### src/design/pfd_pkg.sv
// shared types, constants and helper functions for the filtered-derivative pid block
`timescale 1ns / 1ps
`default_nettype none

package pfd_pkg;

  localparam int FRAC_BITS_DEFAULT = 16;
  localparam int DT_BITS = 24;
  localparam int GAIN_W = 24;
  localparam int LIMIT_W = 31;
  localparam int VALUE_W = 32;
  localparam int PROD_W = 65;
  localparam int ADDR_W = 5;
  localparam int DATA_W = 32;

  // register indexes on the config port
  localparam logic [2:0] REG_PROP_GAIN      = 3'd0;
  localparam logic [2:0] REG_INTEG_GAIN     = 3'd1;
  localparam logic [2:0] REG_DERIV_GAIN     = 3'd2;
  localparam logic [2:0] REG_FILTER_COEFF   = 3'd3;
  localparam logic [2:0] REG_INTEGRAL_LIMIT = 3'd4;
  localparam logic [2:0] REG_OUTPUT_LIMIT   = 3'd5;
  localparam logic [2:0] REG_WRAP_ENABLE    = 3'd6;

  // datapath step codes, one shared multiply per step
  localparam logic [2:0] STEP_ERR   = 3'd0;
  localparam logic [2:0] STEP_FCDT  = 3'd1;
  localparam logic [2:0] STEP_KDFC  = 3'd2;
  localparam logic [2:0] STEP_KIDT  = 3'd3;
  localparam logic [2:0] STEP_DFILT = 3'd4;
  localparam logic [2:0] STEP_DERIV = 3'd5;
  localparam logic [2:0] STEP_INTEG = 3'd6;
  localparam logic [2:0] STEP_DRIVE = 3'd7;

  typedef logic signed [71:0] wide_t;

  localparam wide_t S32_MAX = wide_t'(64'sd2147483647);
  localparam wide_t S32_MIN = wide_t'(-64'sd2147483648);

  typedef struct packed {
    logic       load;
    logic       clear;
    logic       step_en;
    logic [2:0] step;
  } cmd_t;

  typedef struct packed {
    logic op_reset;
  } status_t;

  function automatic logic signed [31:0] sat32(input wide_t x);
    logic signed [31:0] r;
    if (x > S32_MAX) begin
      r = 32'sh7fffffff;
    end else if (x < S32_MIN) begin
      r = 32'sh80000000;
    end else begin
      r = x[31:0];
    end
    return r;
  endfunction

  function automatic logic signed [31:0] clamp_sym(input wide_t x,
                                                   input logic [LIMIT_W-1:0] lim);
    wide_t hi;
    logic signed [31:0] r;
    hi = wide_t'({1'b0, lim});
    if (x > hi) begin
      r = hi[31:0];
    end else if (x < -hi) begin
      r = 32'(-hi);
    end else begin
      r = x[31:0];
    end
    return r;
  endfunction

endpackage

`default_nettype wire

### src/design/pfd_ctrl.sv
// sequencer for the pid step: accept, eight multiply steps or a state clear, result hand-off
`timescale 1ns / 1ps
`default_nettype none

module pfd_ctrl (
  input  wire logic             clk,
  input  wire logic             rst,
  input  wire logic             in_valid,
  output logic                  in_stall,
  output logic                  out_valid,
  input  wire logic             out_stall,
  input  wire pfd_pkg::status_t status,
  output pfd_pkg::cmd_t         cmd
);

  localparam logic [1:0] ST_IDLE = 2'd0;
  localparam logic [1:0] ST_RUN  = 2'd1;
  localparam logic [1:0] ST_RST  = 2'd2;

  logic [1:0] state, state_next;
  logic [2:0] step, step_next;
  logic       out_set;
  logic       slot_free;

  // output register can take a new beat this cycle
  assign slot_free = !out_valid || !out_stall;
  assign in_stall  = (state != ST_IDLE);

  always_comb begin
    state_next  = state;
    step_next   = step;
    out_set     = 1'b0;
    cmd         = '0;
    cmd.step    = step;
    unique case (state)
      ST_IDLE: begin
        if (in_valid) begin
          cmd.load   = 1'b1;
          state_next = ST_RUN;
          step_next  = pfd_pkg::STEP_ERR;
        end
      end
      ST_RUN: begin
        if (step == pfd_pkg::STEP_ERR && status.op_reset) begin
          state_next = ST_RST;
        end else if (step == pfd_pkg::STEP_DRIVE) begin
          if (slot_free) begin
            cmd.step_en = 1'b1;
            out_set     = 1'b1;
            state_next  = ST_IDLE;
          end
        end else begin
          cmd.step_en = 1'b1;
          step_next   = step + 3'd1;
        end
      end
      ST_RST: begin
        if (slot_free) begin
          cmd.clear  = 1'b1;
          out_set    = 1'b1;
          state_next = ST_IDLE;
        end
      end
      default: begin
        state_next = ST_IDLE;
      end
    endcase
  end

  always_ff @(posedge clk) begin
    if (rst) begin
      state     <= ST_IDLE;
      step      <= pfd_pkg::STEP_ERR;
      out_valid <= 1'b0;
    end else begin
      state <= state_next;
      step  <= step_next;
      if (out_set) begin
        out_valid <= 1'b1;
      end else if (!out_stall) begin
        out_valid <= 1'b0;
      end
    end
  end

endmodule

`default_nettype wire

### config.mk
export PLATFORM = sky130hd
export DESIGN_NAME = pfd_ctrl
export DESIGN_NICKNAME = d
export VERILOG_FILES = /design/src/design/pfd_pkg.sv /design/src/design/pfd_ctrl.sv
export SDC_FILE = /design/constraint.sdc
export NUM_CORES = 1
export LEC_CHECK = 0
export BUFFER_PORTS_ARGS = -buffer_cell sky130_fd_sc_hd__clkbuf_2
export CORE_AREA = 2 2 39 41
export DETAILED_ROUTE_END_ITERATION = 8
export DIE_AREA = 0 0 41 43
export REMOVE_ABC_BUFFERS = 1
export SYNTH_ARGS = -nofsm -noshare
export SYNTH_HDL_FRONTEND = slang
export SYNTH_SLANG_ARGS = --single-unit
### constraint.sdc
create_clock -name clk -period 4.1 [get_ports clk]
set_clock_uncertainty 0.05 [all_clocks]
set_input_delay 0.82 -clock clk [delete_from_list [all_inputs] [get_ports clk]]
set_output_delay 0.82 -clock clk [all_outputs]
set_load 0.02 [all_outputs]
==> reports/qor.txt <==
# resized after CTS -> 0
clock sink count -> 6
top_reg_cell synth -> dfxtp_1
Lkg Pwr -> 0.275 nW
placed insts -> 77
Yosys top cell by area -> dfxtp_1
Die X -> 41 µm
count leader, synth -> ha_1
total CTS buffers -> 3
Synth cell types -> 24
CP required -> 3230 ps
Synth-to-Final Area Change -> 22.9%
# diodes -> 0
CTS clock-pin slew for the worst setup and hold paths -> 50 ps
via count -> 389
CTS H-tree lvls -> 1
All-Layer GR Usage -> 14.3%
CTS tree -> built
Detail Route Antenna Nets -> 0
fin. max-slew vios -> 0
startpoint types -> input port
relative max-transition margin -> 82.4%
Total Die Area -> 1760 µm²
commonest cells in the netlist -> ha_1 (7), dfxtp_1 (6), inv_1 (5), nand2_1 (4), nor2_1 (3)
Mapped Cells -> 49
initial antenna violation count -> 0
Post-synth EDFFs -> 0
endpoint class of the critical path -> primary output
GRT Residual Overflow -> 0
worst vdd ir -> 113 µV
Setup Buffers After CTS -> 0
# DRC -> 0
pwr dens -> 297 nW/µm²
Post-DP Area -> 528 µm²
Setup violations, final -> 0
first-pass GRT wire length -> 1.59 mm
TNS Setup -> 0 ps
nets@finish -> 78
CORE AREA -> 1380 µm²
status -> finished clean
ys async rst share -> 0%
Rows -> 14
crit path DAT -> 1410 ps
initial cell density of the core -> 32.4%
Avg Cell Area, Syn -> 9.14 µm²
IO Count -> 13
period utilization -> 55.6%
gp weighted congestion -> 0.691
WL final -> 920 µm
Area contributors post-synth -> dfxtp_1 (27%), ha_1 (20%), nand3b_4 (4.5%)
die height -> 43 µm
pin count of the biggest net entering global routing -> 8
Hold Path Class -> reg -> reg
#FFs+latches synth -> 6
critical path type -> in -> out
fraction of layout cells with a size suffix above 1 -> 31.3%
Clk Latency, worst-skew pair -> 240 ps
Yosys warning count -> 0
MaxCap Viol Count -> 0
vias in the first global route -> 396
drt pass-1 iters -> 2
Final Hold Viols -> 0
initial DRC count -> 3
Worst-Margin Slew -> 263 ps
top cell type's share of synthesized area -> 26.8%
mapped cell area -> 448 µm²
Detail Placement HPWL -> 729 µm
routed length per placed instance -> 11.5 µm
clock root cell -> clkbuf_4
vias per cell -> 4.86
post-route cell area -> 551 µm²
Crit Path Max Fanout -> 6
PortBufs -> 12
sequential area share after synthesis -> 26.8%
RSZ-0062 raised after global routing -> false
# hold bufs at CTS -> 0
Tmin final -> 2280 ps
Max clock buf depth -> 2
Max Clk Rate -> 439 MHz
Post-Layout Cell Count -> 80
worst max-delay path, stage by stage:
cell and delay (ps):
clkbuf_2 100, nand3b_4 100, nand2_1 60, a31oi_1 140, clkbuf_2 190
layer usage:
layer	GRT usage, %	vias to the layer above	wire [µm]
li1	-	206	-
met1	16.8	173	425
met2	19.7	8	445
met3	4.71	2	29
met4	12.0	0	19
met5	0	-	0
cell usage in the layout (no fill, tap or decap), drive strengths merged, types with 2 or more instances in the layout:
master,Yosys,layout
nand2,5,5
clkbuf,0,15
ha,7,7
a211o,2,2
inv,5,5
a22o,2,2
nand3,2,2
dfxtp,6,6
a31oi,2,2
nor2,3,3
and2,2,2
nor3,2,2
path summary, 6_finish.rpt:
check | cells past startpoint | end | from | slack, ps
worst max-delay path | 5 | cmd[3] | status | 1820
worst min-delay path | 1 | step[1] | step[1] | 500
worst max register to register | 6 | state[1] | step[0] | 2440
worst min register to register | 1 | step[1] | step[1] | 500
layout make-up:
class	count	area [µm²]
Timing Repair Buffer	12	60.1
Inverter	5	18.8
Fill cell	162	833
Multi-Input combinational cell	38	309
Clock buffer	3	22.5
Sequential cell	6	120
Tap cell	16	20.0
through the flow:
step / utilization [%] / total power [W] / worst slack (ps) / hold slack (ps)
detailed placement: 38.2 / 0.000109 / 1820 / 482
CTS: 39.8 / 0.000167 / 1810 / 499
global route: 39.8 / 0.000178 / 1660 / 530
floorplan: - / 0.0000965 / 1890 / 453
global placement: 38.2 / 0.000109 / 1830 / 478
finish: 39.8 / 0.000163 / 1820 / 496
sequential cells by signal, indices dropped and copies added (netlist names):
name	cells
step	3
state	2
out_valid	1
power by group:
| group | switching (W) | internal [W] |
|---|---|---|
| logic | 0.0000275 | 0.0000175 |
| registers | 0.00000252 | 0.0000609 |
| clock network | 0.0000217 | 0.0000331 |
| total | 0.0000518 | 0.000112 |
cells by family after synthesis:
group           synth area share, %
compound gates                 17.6
fa+ha+maj                      19.6
buf+inv                        4.19
flops                          26.8
mux                            2.51
simple gates                   29.3
No activity file was read; power rests on OpenSTA's default activity.
